`src/hdl/lpfr_pkg.sv`:
```
// Shared types and constants for the length-prefixed frame receiver.
`timescale 1ns / 1ps

package lpfr_pkg;

  localparam logic [7:0]  START_CODE_RESET = 8'h01;
  localparam logic [15:0] NO_LENGTH        = 16'hFFFF;

  typedef enum logic [1:0] {
    PH_WAIT    = 2'd0,
    PH_LENGTH  = 2'd1,
    PH_PAYLOAD = 2'd2
  } phase_t;

  typedef enum logic [1:0] {
    ST_HEADER   = 2'd0,
    ST_PAYLOAD  = 2'd1,
    ST_BADSTART = 2'd2,
    ST_LINEERR  = 2'd3
  } status_t;

  typedef struct packed {
    status_t     status;
    logic [7:0]  payload_byte;
    logic [15:0] payload_index;
    logic [15:0] frame_length;
    logic        last;
  } result_t;

endpackage

```
`src/hdl/lpfr_parser.sv`:
```
// Frame state machine: header and payload tracking, one result per received byte.
`timescale 1ns / 1ps

module lpfr_parser (
  input  logic                  clk,
  input  logic                  rst_n,
  input  logic                  cfg_we,
  input  logic [7:0]            cfg_wdata,
  input  logic                  accept,
  input  logic [7:0]            rx_byte,
  input  logic [2:0]            line_errors,
  output lpfr_pkg::result_t     result
);

  lpfr_pkg::phase_t phase_r, phase_nxt;
  logic [7:0]  start_code_r;
  logic [7:0]  length_high_r, length_high_nxt;
  logic        len_seen_r, len_seen_nxt;
  logic [15:0] expected_len_r, expected_len_nxt;
  logic [15:0] payload_count_r, payload_count_nxt;
  logic [15:0] count_inc;
  logic [15:0] rx_length;

  assign count_inc = payload_count_r + 16'd1;
  assign rx_length = {length_high_r, rx_byte};

  always_ff @(posedge clk) begin
    if (!rst_n) begin
      start_code_r <= lpfr_pkg::START_CODE_RESET;
    end else if (cfg_we) begin
      start_code_r <= cfg_wdata;
    end
  end

  always_ff @(posedge clk) begin
    if (!rst_n) begin
      phase_r         <= lpfr_pkg::PH_WAIT;
      length_high_r   <= 8'd0;
      len_seen_r      <= 1'b0;
      expected_len_r  <= lpfr_pkg::NO_LENGTH;
      payload_count_r <= 16'd0;
    end else if (accept) begin
      phase_r         <= phase_nxt;
      length_high_r   <= length_high_nxt;
      len_seen_r      <= len_seen_nxt;
      expected_len_r  <= expected_len_nxt;
      payload_count_r <= payload_count_nxt;
    end
  end

  // next state
  always_comb begin
    phase_nxt         = lpfr_pkg::PH_WAIT;
    length_high_nxt   = 8'd0;
    len_seen_nxt      = 1'b0;
    expected_len_nxt  = lpfr_pkg::NO_LENGTH;
    payload_count_nxt = 16'd0;
    if (line_errors == 3'd0) begin
      unique case (phase_r)
        lpfr_pkg::PH_LENGTH: begin
          if (!len_seen_r) begin
            phase_nxt       = lpfr_pkg::PH_LENGTH;
            length_high_nxt = rx_byte;
            len_seen_nxt    = 1'b1;
          end else if (rx_length != 16'd0) begin
            phase_nxt        = lpfr_pkg::PH_PAYLOAD;
            length_high_nxt  = length_high_r;
            len_seen_nxt     = 1'b1;
            expected_len_nxt = rx_length;
          end
        end
        lpfr_pkg::PH_PAYLOAD: begin
          if (count_inc != expected_len_r) begin
            phase_nxt         = lpfr_pkg::PH_PAYLOAD;
            length_high_nxt   = length_high_r;
            len_seen_nxt      = len_seen_r;
            expected_len_nxt  = expected_len_r;
            payload_count_nxt = count_inc;
          end
        end
        default: begin
          if (rx_byte == start_code_r) begin
            phase_nxt = lpfr_pkg::PH_LENGTH;
          end
        end
      endcase
    end
  end

  // result
  always_comb begin
    result.status        = lpfr_pkg::ST_HEADER;
    result.payload_byte  = 8'd0;
    result.payload_index = 16'd0;
    result.frame_length  = lpfr_pkg::NO_LENGTH;
    result.last          = 1'b0;
    if (line_errors != 3'd0) begin
      result.status       = lpfr_pkg::ST_LINEERR;
      result.frame_length = expected_len_r;
      result.last         = 1'b1;
    end else begin
      unique case (phase_r)
        lpfr_pkg::PH_LENGTH: begin
          if (len_seen_r) begin
            result.frame_length = rx_length;
            result.last         = (rx_length == 16'd0);
          end
        end
        lpfr_pkg::PH_PAYLOAD: begin
          result.status        = lpfr_pkg::ST_PAYLOAD;
          result.payload_byte  = rx_byte;
          result.payload_index = payload_count_r;
          result.frame_length  = expected_len_r;
          result.last          = (count_inc == expected_len_r);
        end
        default: begin
          if (rx_byte != start_code_r) begin
            result.status = lpfr_pkg::ST_BADSTART;
            result.last   = 1'b1;
          end
        end
      endcase
    end
  end

endmodule

```
`src/hdl/lpfr_out_skid.sv`:
```
// Result register with a skid stage so input can continue while the output stalls.
`timescale 1ns / 1ps

module lpfr_out_skid (
  input  logic                  clk,
  input  logic                  rst_n,
  input  logic                  push,
  input  lpfr_pkg::result_t     push_data,
  input  logic                  out_stall,
  output logic                  out_valid,
  output lpfr_pkg::result_t     out_data,
  output logic                  full
);

  logic              main_valid_r;
  logic              skid_valid_r;
  lpfr_pkg::result_t main_r;
  lpfr_pkg::result_t skid_r;
  logic              take;

  assign take      = main_valid_r && !out_stall;
  assign out_valid = main_valid_r;
  assign out_data  = main_r;
  assign full      = skid_valid_r;

  always_ff @(posedge clk) begin
    if (!rst_n) begin
      main_valid_r <= 1'b0;
      skid_valid_r <= 1'b0;
    end else begin
      priority if (push) begin
        if (!main_valid_r || take) begin
          main_valid_r <= 1'b1;
        end else begin
          skid_valid_r <= 1'b1;
        end
      end else if (take) begin
        main_valid_r <= skid_valid_r;
        skid_valid_r <= 1'b0;
      end else begin
        main_valid_r <= main_valid_r;
        skid_valid_r <= skid_valid_r;
      end
    end
  end

  always_ff @(posedge clk) begin
    priority if (push) begin
      if (!main_valid_r || take) begin
        main_r <= push_data;
      end else begin
        skid_r <= push_data;
      end
    end else if (take && skid_valid_r) begin
      main_r <= skid_r;
    end else begin
      main_r <= main_r;
      skid_r <= skid_r;
    end
  end

endmodule

```
`src/hdl/length_prefixed_frame_receiver_top.sv`:
```
// Top level of the length-prefixed frame receiver.
`timescale 1ns / 1ps

// Takes one received byte with its line-error flags per transaction and returns one
// result per byte: a header byte, a payload byte with index, a bad start code or a
// line error, with out_last marking the byte that ends a frame. A frame is the
// start code, a 16-bit big-endian length, then that many payload bytes. One byte is
// accepted every cycle while in_stall is low, and its result is registered in the
// output stage. A two-entry output stage (result register plus skid register) lets
// input continue while the output is stalled; in_stall rises once both are full.
// cfg_we writes the start code (reset value 0x01) and is meant for idle time.

module length_prefixed_frame_receiver_top (
  input  logic        clk,
  input  logic        rst_n,
  input  logic        cfg_we,
  input  logic [7:0]  cfg_wdata,
  input  logic        in_valid,
  output logic        in_stall,
  input  logic [7:0]  in_rx_byte,
  input  logic [2:0]  in_line_errors,
  output logic        out_valid,
  input  logic        out_stall,
  output logic [1:0]  out_status,
  output logic [7:0]  out_payload_byte,
  output logic [15:0] out_payload_index,
  output logic [15:0] out_frame_length,
  output logic        out_last
);

  logic              accept;
  logic              full;
  lpfr_pkg::result_t result;
  lpfr_pkg::result_t out_data;

  assign in_stall = full;
  assign accept   = in_valid && !full;

  lpfr_parser u_parser (
    .clk         (clk),
    .rst_n       (rst_n),
    .cfg_we      (cfg_we),
    .cfg_wdata   (cfg_wdata),
    .accept      (accept),
    .rx_byte     (in_rx_byte),
    .line_errors (in_line_errors),
    .result      (result)
  );

  lpfr_out_skid u_out (
    .clk       (clk),
    .rst_n     (rst_n),
    .push      (accept),
    .push_data (result),
    .out_stall (out_stall),
    .out_valid (out_valid),
    .out_data  (out_data),
    .full      (full)
  );

  assign out_status        = out_data.status;
  assign out_payload_byte  = out_data.payload_byte;
  assign out_payload_index = out_data.payload_index;
  assign out_frame_length  = out_data.frame_length;
  assign out_last          = out_data.last;

endmodule

```
`config.mk`:
```
export PLATFORM = sky130hd
export DESIGN_NAME = length_prefixed_frame_receiver_top
export DESIGN_NICKNAME = d
export VERILOG_FILES = /design/src/hdl/lpfr_pkg.sv /design/src/hdl/lpfr_parser.sv /design/src/hdl/lpfr_out_skid.sv /design/src/hdl/length_prefixed_frame_receiver_top.sv
export SDC_FILE = /design/constraint.sdc
export NUM_CORES = 1
export LEC_CHECK = 0
export BUFFER_PORTS_ARGS = -buffer_cell sky130_fd_sc_hd__buf_2
export CORE_UTILIZATION = 30
export DETAILED_ROUTE_END_ITERATION = 8
export REMOVE_ABC_BUFFERS = 1
export SLEW_MARGIN = 15
export SYNTH_ARGS = -nofsm -noshare
export SYNTH_HDL_FRONTEND = slang
export SYNTH_SLANG_ARGS = --single-unit
```
`constraint.sdc`:
```
create_clock -name clk -period 4.1 [get_ports clk]
set_input_delay 0.615 -clock clk [delete_from_list [all_inputs] [get_ports clk]]
set_output_delay 0.615 -clock clk [all_outputs]
set_load 0.03 [all_outputs]
```
==> run_results.csv, run 1 <==
group,metric,value,unit
synthesis,synth.top_cells.by_count,"edfxtp_1, nand2_1, dfxtp_1",
route,viasPerCell,5.21,
clock_tree,cts_max_path_buffers,2,
route,vias,5128,
power_and_ir_drop,seq_power_share,46.3,%
placed_design,dp_cells,953,
floorplan,chipHeight,153,microns
route,drtAntennaViolNets,0,
timing,fin_crit_sh,91.3,%
clock_tree,cts_hold_buf,0,
global_route,grt_pass1_wl,28500,microns
layout,regArea,0.00364,sq mm
synthesis,muxShareOfSynthArea,5.15,%
synthesis,syn_area,0.00680,sq mm
power_and_ir_drop,p_leak,0.00289,uW
power_and_ir_drop,ir_drop,244,uV
clock_tree,cts_buffers,17,
setup_path,worst-path-max-fanout,12,
layout,drive_above_1_share,21.6,%
floorplan,die_w,153,microns
synthesis,synth_fa_ha_area_share,0.552,%
route,routed_wl,17300,microns
power_and_ir_drop,pwr-share-clk,44.7,%
layout,final_util,36.2,%
floorplan,coreArea,0.0220,sq mm
synthesis,synth_top_family_by_area,"simple AND/OR/NAND/NOR gates",
timing,final-setup-viol-count,0,
global_route,grt_antenna_before_repair,0,
layout,fillers,2207,
layout,fin_nets,719,
layout,syn2layout_area_growth,17.2,%
synthesis,yosysSeqAreaShare,53.6,%
clock_tree,path_clk_slew,0.06,ns
layout,fin_area,0.00797,sq mm
route,drt_first_iter_violations,496,
placed_design,pre_cts_ws,0.520,ns
synthesis,syn_inst,643,
clock_tree,postCtsSetupBuffers,0,
clock_tree,root_buffer,"clkbuf_16",
synthesis,synth-simple-area-share,17.4,%
synthesis,async_reset_ff_share,0,%
setup_path,end_kind,"flip-flop",
clock_tree,cts.sinks,139,
synthesis,synth.distinct_cells,60,
global_route,grt_pass1_vias,5124,
min_path,holdCritPathClass,"in -> reg",
setup_path,setup.worst_path.class,"reg -> reg",
setup_path,required,4.30,ns
synthesis,synth_xor_area_share,3.48,%
timing,worst_pin_slew,1.05,ns
synthesis,synth-edff-count,86,
clock_tree,h-tree-depth,4,
timing,slew_headroom,29.9,%
power_and_ir_drop,p_int,2500,uW
timing,fin_crit,3.74,ns
synthesis,synthFlopType,"edfxtp_1",
placed_design,io_buffers,68,
global_route,grtUsageTotal,15.6,%
synthesis,yosysTopAreaCellShare,38.0,%
timing,fin_ws,0.356,ns
clock_tree,insertion_delay,0.43,ns
power_and_ir_drop,powerDensity,424,mW/mm^2
run,max_cap_viol_count,0,
timing,drv_slew,0,
outcome,status,"finished clean",
power_and_ir_drop,swShare,25.9,%
floorplan,initial_core_util,30.9,%
power_and_ir_drop,p_comb_share,9.0,%
floorplan,rows,54,
route,route.detailed.drc,0,
layout,num_antenna_cells,0,
synthesis,synth.area.top_cells,"edfxtp_1, dfxtp_1, nand2_1, mux2_2, a21oi_1",
route,wl_per_cell,17.6,microns
floorplan,die_area,0.0233,sq mm
synthesis,ys_warn_count,0,
floorplan,ioPinCount,69,
route,dr.pass1.iters,7,
setup_path,start_kind,"flip-flop",
synthesis,synth_most_common_cell,"edfxtp_1",
placed_design,place_area,0.00739,sq mm
layout,multiInputGateArea,0.00284,sq mm
global_route,grt_start_max_net_pins,60,
timing,max_freq,267,MHz
clock_tree,cts_tree,"built",
setup_path,arrival,3.94,ns
timing,grt_setup_unrepaired,"false",
layout,fin_cells,985,
synthesis,synth_area_per_cell,10.6,sq um
timing,clock_skew,0.0119,ns
clock_tree,cts_resized,0,
timing,finalHoldViolCount,0,
placed_design,place.gp.congestion,0.904,
placed_design,place_hpwl,11500,microns
power_and_ir_drop,p_switching,876,uW
synthesis,synth_seq_cells,139,
synthesis,yosysTopAreaCell,"edfxtp_1",
global_route,overflow,0,
synthesis,synth-compound-area-share,14.7,%
## logic make-up after synthesis
kind of cell,after synthesis
fa+ha+maj,3
buf+inv,83
compound gates,142
xor+xnor,27
simple gates,217
mux,32
flops,139
## sequential cells by signal, summed over array words and instances (netlist names)
register / cells
u_out.out_data: 43
u_out.skid_r: 43
u_out.out_valid: 1
u_parser.payload_count_r: 16
u_parser.phase_r: 2
u_out.full: 1
u_parser.expected_len_r: 16
u_parser.len_seen_r: 1
u_parser.start_code_r: 8
u_parser.length_high_r: 8
## layout make-up
class                   count  area share [%]
inverters                  31            1.46
multi-input cells         421            35.6
clock inverters            13            1.66
well taps                 280            4.40
flip-flops and latches    139            45.7
repair buffers             82            5.59
clock buffers              19            5.56
## worst max-delay path, cell delays in order (launching register included)
cell and delay (ns):
dfxtp_1 0.50, ha_1 0.46, nand4_1 0.32, nor4_1 0.34, o221ai_1 0.18, a211o_1 0.31, a2111oi_0 0.62, buf_4 0.24
a21oi_1 0.09, o31ai_1 0.44
## per-stage QoR
| stage | total power, uW | hold WS (ns) | TNS, ns |
|---|---|---|---|
| 6_report | 3380 | 0.403 | 0 |
| 5_1_grt | 3490 | 0.408 | 0 |
| 4_1_cts | 3410 | 0.394 | 0 |
| 3_5_place_dp | 1900 | 0.488 | 0 |
| 3_3_place_gp | 1900 | 0.478 | 0 |
| 2_1_floorplan | 1790 | 0.458 | -87.93 |
## metal layers
layer / vias to the layer above / share of wire, % / track usage, %
met5: - / 0 / 0
met4: 0 / 2.2 / 6.16
met3: 30 / 4.1 / 3.41
met2: 127 / 46 / 24.5
met1: 2495 / 48 / 20.9
li1: 2476 / - / -
## cells in the final DEF, fill, tap and decap left out, types with 8 or more instances in the layout
| master | instances |
|---|---|
| a41oi_1 | 17 |
| nand2_1 | 77 |
| a22o_1 | 8 |
| a21oi_1 | 37 |
| clkbuf_16 | 17 |
| dfxtp_1 | 53 |
| a31oi_1 | 9 |
| nand3_1 | 16 |
| inv_1 | 31 |
| xnor2_1 | 20 |
| mux2i_1 | 8 |
| nor2b_1 | 9 |
| buf_4 | 14 |
| edfxtp_1 | 86 |
| and3_1 | 29 |
| mux2_2 | 24 |
| nand2b_1 | 20 |
| nor4_1 | 12 |
| buf_2 | 68 |
| nand4_1 | 12 |
| a211o_1 | 17 |
| nor2_1 | 9 |
| o21ai_0 | 14 |
## power groups by stage
stage | registers (uW) | clock network (uW) | logic [uW]
2_1_floorplan | 1670 | 0 | 116
3_3_place_gp | 1590 | 0 | 306
3_5_place_dp | 1590 | 0 | 308
4_1_cts | 1560 | 1540 | 310
5_1_grt | 1570 | 1590 | 330
6_report | 1560 | 1510 | 305
## path summary, 6_finish.rpt
path,from,cells past startpoint,endpoint,slack (ns)
setup / recovery,u_parser.payload_count_r[0],9,u_out.out_data[0],0.36
hold / removal,cfg_wdata[0],3,u_parser.start_code_r[0],0.40
setup reg to reg,u_parser.payload_count_r[0],9,u_out.out_data[0],0.36
hold reg to reg,u_parser.phase_r[0],2,u_parser.phase_r[0],0.49
No activity file was read; power rests on OpenSTA's default activity.
==> run 2: changes to the inputs <==
--- a/config.mk
+++ b/config.mk
@@ -6,8 +6,10 @@
 export NUM_CORES = 1
 export LEC_CHECK = 0
 export BUFFER_PORTS_ARGS = -buffer_cell sky130_fd_sc_hd__buf_2
+export CORE_MARGIN = 2
 export CORE_UTILIZATION = 30
 export DETAILED_ROUTE_END_ITERATION = 8
+export RECOVER_POWER = 100
 export REMOVE_ABC_BUFFERS = 1
 export SLEW_MARGIN = 15
 export SYNTH_ARGS = -nofsm -noshare
==> constraint.sdc (replaced) <==
create_clock -name clk -period 4.1 [get_ports clk]
set_input_delay 0 -clock clk [delete_from_list [all_inputs] [get_ports clk]]
set_output_delay 0 -clock clk [all_outputs]
set_load 0.03 [all_outputs]
==> run 2 against run 1 <==
The run now ends with capacitance limit, slew limit left. Largest cell class unchanged. Cell area up 1.8%. Global-route usage down 0.68 points. Die area up 2.6%. Highest routed layer unchanged. Routed wire length up 1.6%. Critical path type unchanged. Sequential power about the same. Register-to-register slack better by 0.13 ns. Utilization about the same. Hold slack worse by 0.38 ns.
==> run_results.csv, run 2 (synthesis results as in run 1) <==
group,metric,value,unit
outcome,status,"finished with violations",
outcome,violations,"capacitance limit, slew limit",
layout,most-common-layout-cells,"edfxtp_1, nand2_1, dfxtp_1",
setup_path,worstPathCellList,"ha_1 -> nand4_1 -> nor4_1 -> o221ai_1 -> or3_1 -> o31a_1 -> clkbuf_1 -> o31a_1 -> a22o_1",
setup_path,setup.worst_path.class,"reg -> reg",
floorplan,die_area,0.0239,sq mm
run,max_cap_viol_count,1,
power_and_ir_drop,p_int,2560,uW
route,viasPerCell,5.23,
floorplan,die_w,155,microns
route,drtAntennaViolNets,0,
power_and_ir_drop,p_switching,827,uW
setup_path,cp_slowest_cell,"dfxtp_1",
power_and_ir_drop,p_leak,0.00284,uW
layout,final_util,36.2,%
setup_path,arrival,3.92,ns
clock_tree,h-tree-depth,4,
placed_design,dp_cells,959,
setup_path,worst-path-max-fanout,13,
min_path,hp-start,"cfg_we",
layout,layout_commonest_cell,"edfxtp_1",
power_and_ir_drop,pwr-share-clk,44.6,%
floorplan,chipHeight,155,microns
timing,whs,0.0215,ns
route,drt_first_iter_violations,492,
timing,finalHoldViolCount,0,
placed_design,place_hpwl,11400,microns
route,wl_per_cell,17.4,microns
timing,max_freq,277,MHz
clock_tree,path_clk_slew,0.06,ns
timing,clock_skew,0.0107,ns
placed_design,place_area,0.00740,sq mm
setup_path,crit_family,"compound AO/OA/AOI/OAI gates",
setup_path,required,4.41,ns
global_route,grt_start_max_net_pins,46,
route,routed_wl,17600,microns
setup_path,worst-path-buf-inv,1,
route,dr.pass1.iters,5,
placed_design,place.gp.congestion,0.961,
setup_path,cp_slowest_stage_delay,0.49,ns
clock_tree,cts_resized,0,
power_and_ir_drop,powerDensity,418,mW/mm^2
power_and_ir_drop,ir_drop,209,uV
layout,fin_area,0.00811,sq mm
route,vias,5293,
power_and_ir_drop,p_comb_share,9.3,%
power_and_ir_drop,power,3390,uW
setup_path,end_kind,"flip-flop",
layout,num_antenna_cells,0,
layout,syn2layout_area_growth,19.4,%
layout,fillers,2263,
clock_tree,insertion_delay,0.42,ns
timing,final-setup-viol-count,0,
clock_tree,root_buffer,"clkbuf_16",
setup_path,r2r_start,"u_parser.payload_count_r[0]",
clock_tree,cts_max_path_buffers,2,
timing,grt_setup_unrepaired,"false",
timing,worst_pin_slew,1.79,ns
timing,fin_crit_sh,88.1,%
clock_tree,cts_buffers,17,
timing,fin_crit,3.61,ns
placed_design,io_buffers,68,
floorplan,initial_core_util,30.3,%
clock_tree,cts_tree,"built",
global_route,grt_pass1_vias,4881,
global_route,overflow,0,
global_route,grt_antenna_before_repair,0,
clock_tree,cts.sinks,139,
power_and_ir_drop,seq_power_share,46.1,%
layout,drive_above_1_share,13.5,%
timing,slew_headroom,-19.4,%
route,route.detailed.drc,0,
floorplan,rows,55,
setup_path,cpMostUsedCell,"o31a_1",
global_route,grtUsageTotal,14.9,%
layout,fin_cells,1013,
floorplan,coreArea,0.0224,sq mm
setup_path,reg2reg_slack,0.49,ns
setup_path,start_kind,"flip-flop",
timing,drv_slew,35,
setup_path,startpoint,"u_parser.payload_count_r[0]",
floorplan,ioPinCount,69,
power_and_ir_drop,swShare,24.4,%
layout,fin_nets,742,
global_route,grt_pass1_wl,27700,microns
min_path,holdCritPathClass,"in -> reg",
[run 2: cell types whose count changed in the layout (fill, tap and decap cells not counted), moves of 4 or more]
cell,previous run,this run
clkbuf_1,1,52
buf_2,68,23
dlygate4sd3_1,0,22
inv_6,5,1
buf_4,14,10
[run 2: tightest hold or removal path, delay by kind of cell]
family	cells	cell delay [ns]
multiplexers	1	0.16
AND/OR/NAND/NOR	1	0.05
buffers and inverters	1	0.18
[run 2: repair_timing]
item / 4_1_cts / 5_1_grt
hold buffers: 22 / 0
setup buffers: 0 / 0
hold endpoints to repair: 26 / 0
[run 2: power by group through the flow]
stage	sequential (uW)	combinational (uW)	clock, uW
after global placement	1590	310	0
final	1560	314	1510
after floorplan	1670	116	0
after detailed placement	1590	313	0
after global routing	1570	339	1600
after CTS	1560	330	1540
[run 2: layer usage]
metal / wire length [microns] / vias up / global-route usage [%]
met5: 0 / - / 0
met4: 371 / 0 / 6.35
met3: 968 / 27 / 3.25
met2: 7960 / 176 / 22.6
met1: 8320 / 2572 / 20.5
li1: - / 2518 / -
[run 2: through the flow]
stage               TNS (ns)  worst slack [ns]
floorplan             -76.39             -1.39
global placement           0             0.536
detailed placement         0             0.603
CTS                        0             0.594
global route               0             0.150
finish                     0             0.488
[run 2: path summary, 6_finish.rpt]
kind / endpoint / depth (start not counted)
setup reg to reg: u_parser.length_high_r[5] / 9
setup / recovery: u_parser.length_high_r[5] / 9
hold / removal: u_parser.start_code_r[3] / 3
hold reg to reg: u_parser.phase_r[0] / 2
[run 2: cell type report]
cell class / count / area [sq um] / area share [%]
flip-flops and latches: 139 / 3640 / 44.9
multi-input cells: 421 / 2820 / 34.8
repair buffers: 105 / 598 / 7.37
clock buffers: 21 / 460 / 5.67
well taps: 285 / 357 / 4.39
clock inverters: 11 / 119 / 1.46
inverters: 31 / 116 / 1.43
==> run 3: changes to the inputs <==
--- a/config.mk
+++ b/config.mk
@@ -5,6 +5,7 @@
 export SDC_FILE = /design/constraint.sdc
 export NUM_CORES = 1
 export LEC_CHECK = 0
+export ABC_AREA = 1
 export BUFFER_PORTS_ARGS = -buffer_cell sky130_fd_sc_hd__buf_2
 export CORE_MARGIN = 2
 export CORE_UTILIZATION = 30
==> run 3 against run 2 <==
The flow still finishes with violations (capacitance limit, slew limit). Critical path depth rose by 5. Sequential power barely moved. Routed wire length fell by 0.32%. Critical endpoint unchanged. Highest routed layer unchanged.
==> run_results.csv, run 3 <==
group,metric,value,unit
floorplan,die_w,155,microns
layout,syn2layout_area_growth,20.5,%
timing,drv_slew,205,
route,routed_wl,17600,microns
floorplan,rows,55,
setup_path,crit_family,"simple AND/OR/NAND/NOR gates",
clock_tree,cts_tree,"built",
min_path,holdCritPathClass,"in -> reg",
floorplan,ioPinCount,69,
synthesis,yosysTopAreaCell,"edfxtp_1",
setup_path,worst-path-buf-inv,0,
clock_tree,root_buffer,"clkbuf_16",
layout,fillers,2350,
layout,fin_nets,934,
timing,grt_setup_unrepaired,"false",
timing,max_freq,309,MHz
synthesis,synth_seq_cells,139,
global_route,grt_start_max_net_pins,81,
route,drtAntennaViolNets,0,
route,viasPerCell,4.89,
timing,fin_crit,3.23,ns
synthesis,yosysSeqAreaShare,53.5,%
power_and_ir_drop,powerDensity,444,mW/mm^2
clock_tree,h-tree-depth,4,
synthesis,yosysTopAreaCellShare,38.0,%
placed_design,place.gp.congestion,0.868,
setup_path,worstPathCellList,"ha_1 -> nand2_1 -> nor2_1 -> nand3_1 -> nand3_1 -> nand2_1 -> nor2_1 -> nand2_1 -> nor2_1 -> nand3_4 -> nand2_4 -> nand3_1 -> nand3_1 -> nand2_1",
route,wl_per_cell,14.6,microns
layout,most-common-layout-cells,"nand2_1, nand3_1, edfxtp_1",
layout,num_antenna_cells,0,
min_path,hp-start,"cfg_we",
clock_tree,postCtsSetupBuffers,0,
timing,tns,0,ns
synthesis,synth_area_per_cell,8.22,sq um
clock_tree,cts_max_path_buffers,2,
synthesis,syn_area,0.00680,sq mm
global_route,grt_antenna_before_repair,0,
placed_design,place_hpwl,11000,microns
clock_tree,cts.sinks,139,
synthesis,synth_most_common_cell,"nand2_1",
clock_tree,insertion_delay,0.43,ns
timing,clock_skew,0.0145,ns
layout,drive_above_1_share,8.48,%
setup_path,start_kind,"flip-flop",
power_and_ir_drop,power,3640,uW
synthesis,synth.top_cells.by_count,"nand2_1, nand3_1, edfxtp_1",
floorplan,coreArea,0.0224,sq mm
setup_path,reg2reg_slack,0.87,ns
timing,worst_pin_slew,2.61,ns
min_path,whs_path_depth,4,
global_route,grt_pass1_vias,5670,
setup_path,arrival,3.54,ns
timing,fin_ws,0.869,ns
setup_path,worst-path-max-fanout,27,
layout,final_util,36.6,%
clock_tree,cts_buffers,17,
power_and_ir_drop,ir_drop,281,uV
clock_tree,cts_resized,0,
setup_path,timing.rr.end,"u_parser.length_high_r[5]",
floorplan,chipHeight,155,microns
route,vias,5893,
outcome,violations,"capacitance limit, slew limit",
timing,slew_headroom,-74.2,%
setup_path,cp_slowest_cell,"dfxtp_1",
clock_tree,path_clk_slew,0.06,ns
global_route,overflow,0,
power_and_ir_drop,p_leak,0.00329,uW
setup_path,cp_slowest_stage_delay,0.42,ns
setup_path,required,4.41,ns
layout,layout_commonest_cell,"nand2_1",
timing,fin_crit_sh,78.8,%
setup_path,end_kind,"flip-flop",
setup_path,r2r_cells,14,
placed_design,io_buffers,68,
clock_tree,cts_hold_buf,26,
setup_path,setup.worst_path.class,"reg -> reg",
synthesis,ys_warn_count,0,
run,max_cap_viol_count,4,
outcome,status,"finished with violations",
route,drt_first_iter_violations,659,
global_route,grtUsageTotal,15.4,%
route,dr.pass1.iters,5,
route,route.detailed.drc,0,
floorplan,die_area,0.0239,sq mm
global_route,grt_pass1_wl,29200,microns
timing,final-setup-viol-count,0,
timing,finalHoldViolCount,0,
synthesis,syn_inst,828,
synthesis,synth-edff-count,86,
synthesis,synth.area.top_cells,"edfxtp_1, dfxtp_1, nand2_1, nand3_1, nor2_1",
synthesis,async_reset_ff_share,0,%
synthesis,synth.distinct_cells,35,
setup_path,r2r_start,"u_parser.payload_count_r[1]",
synthesis,synthFlopType,"edfxtp_1",
floorplan,initial_core_util,30.3,%
min_path,min_to,"u_parser.start_code_r[0]",
placed_design,pre_cts_ws,1.26,ns
==> run 3: cells by family (layout without fill, tap and decap cells) <==
family	count (synthesis)	after routing	share of synthesized area, %
buf+inv	101	193	5.87
xor+xnor	8	8	1.03
flops	139	139	53.5
simple gates	511	511	33.7
compound gates	66	66	5.26
fa+ha+maj	3	3	0.552
==> run 3: area by class of cell <==
| type | instances | area (sq um) | share of cell area, % |
|---|---|---|---|
| timing repair buffer | 100 | 574 | 7.00 |
| clock buffer | 18 | 429 | 5.23 |
| tap | 285 | 357 | 4.35 |
| clock inverter | 14 | 216 | 2.64 |
| multi-input combinational | 588 | 2750 | 33.6 |
| sequential | 139 | 3640 | 44.4 |
| inverter | 61 | 229 | 2.79 |
==> run 3: stage by stage <==
step | cells | instance area [sq um] | hold WS (ns)
after floorplan | 788 | 6630 | 0.0841
after global placement | 1147 | 7390 | 0.211
after detailed placement | 1147 | 7390 | 0.219
after CTS | 1205 | 8290 | 0.0434
after global routing | 1205 | 8200 | 0.101
final | 1205 | 8200 | 0.0783
==> run 3: worst reg2reg max path: cells and delay by family (launching register included) <==
kind | cells | cell delay, ns
fa+ha+maj | 1 | 0.24
simple gates | 13 | 2.45
flops | 1 | 0.42
==> run 3: power by group <==
group          switching [uW]  internal [uW]  leakage (uW)
combinational             245           93.0       0.00175
clock                     630           1080      0.000303
sequential               31.1           1560       0.00124
==> run 3: layer usage <==
metal	GRT usage [%]	part of all wire [%]	vias up
li1	-	-	2943
met1	20.3	47	2728
met2	25.0	46	202
met3	3.61	5.7	20
met4	4.94	1.4	0
met5	0	0	-
==> run 3: worst max path at each step <==
stage	start	end	slack (ns)	depth (start not counted)
floorplan	u_out.full	u_out.out_data[0]	-3.33	6
global placement	u_parser.payload_count_r[1]	u_parser.length_high_r[0]	1.36	16
detailed placement	u_parser.payload_count_r[1]	u_parser.length_high_r[6]	1.26	16
CTS	u_parser.payload_count_r[1]	u_parser.length_high_r[6]	1.24	16
global route	u_parser.payload_count_r[0]	u_parser.length_high_r[1]	0.52	14
finish	u_parser.payload_count_r[1]	u_parser.length_high_r[5]	0.87	14
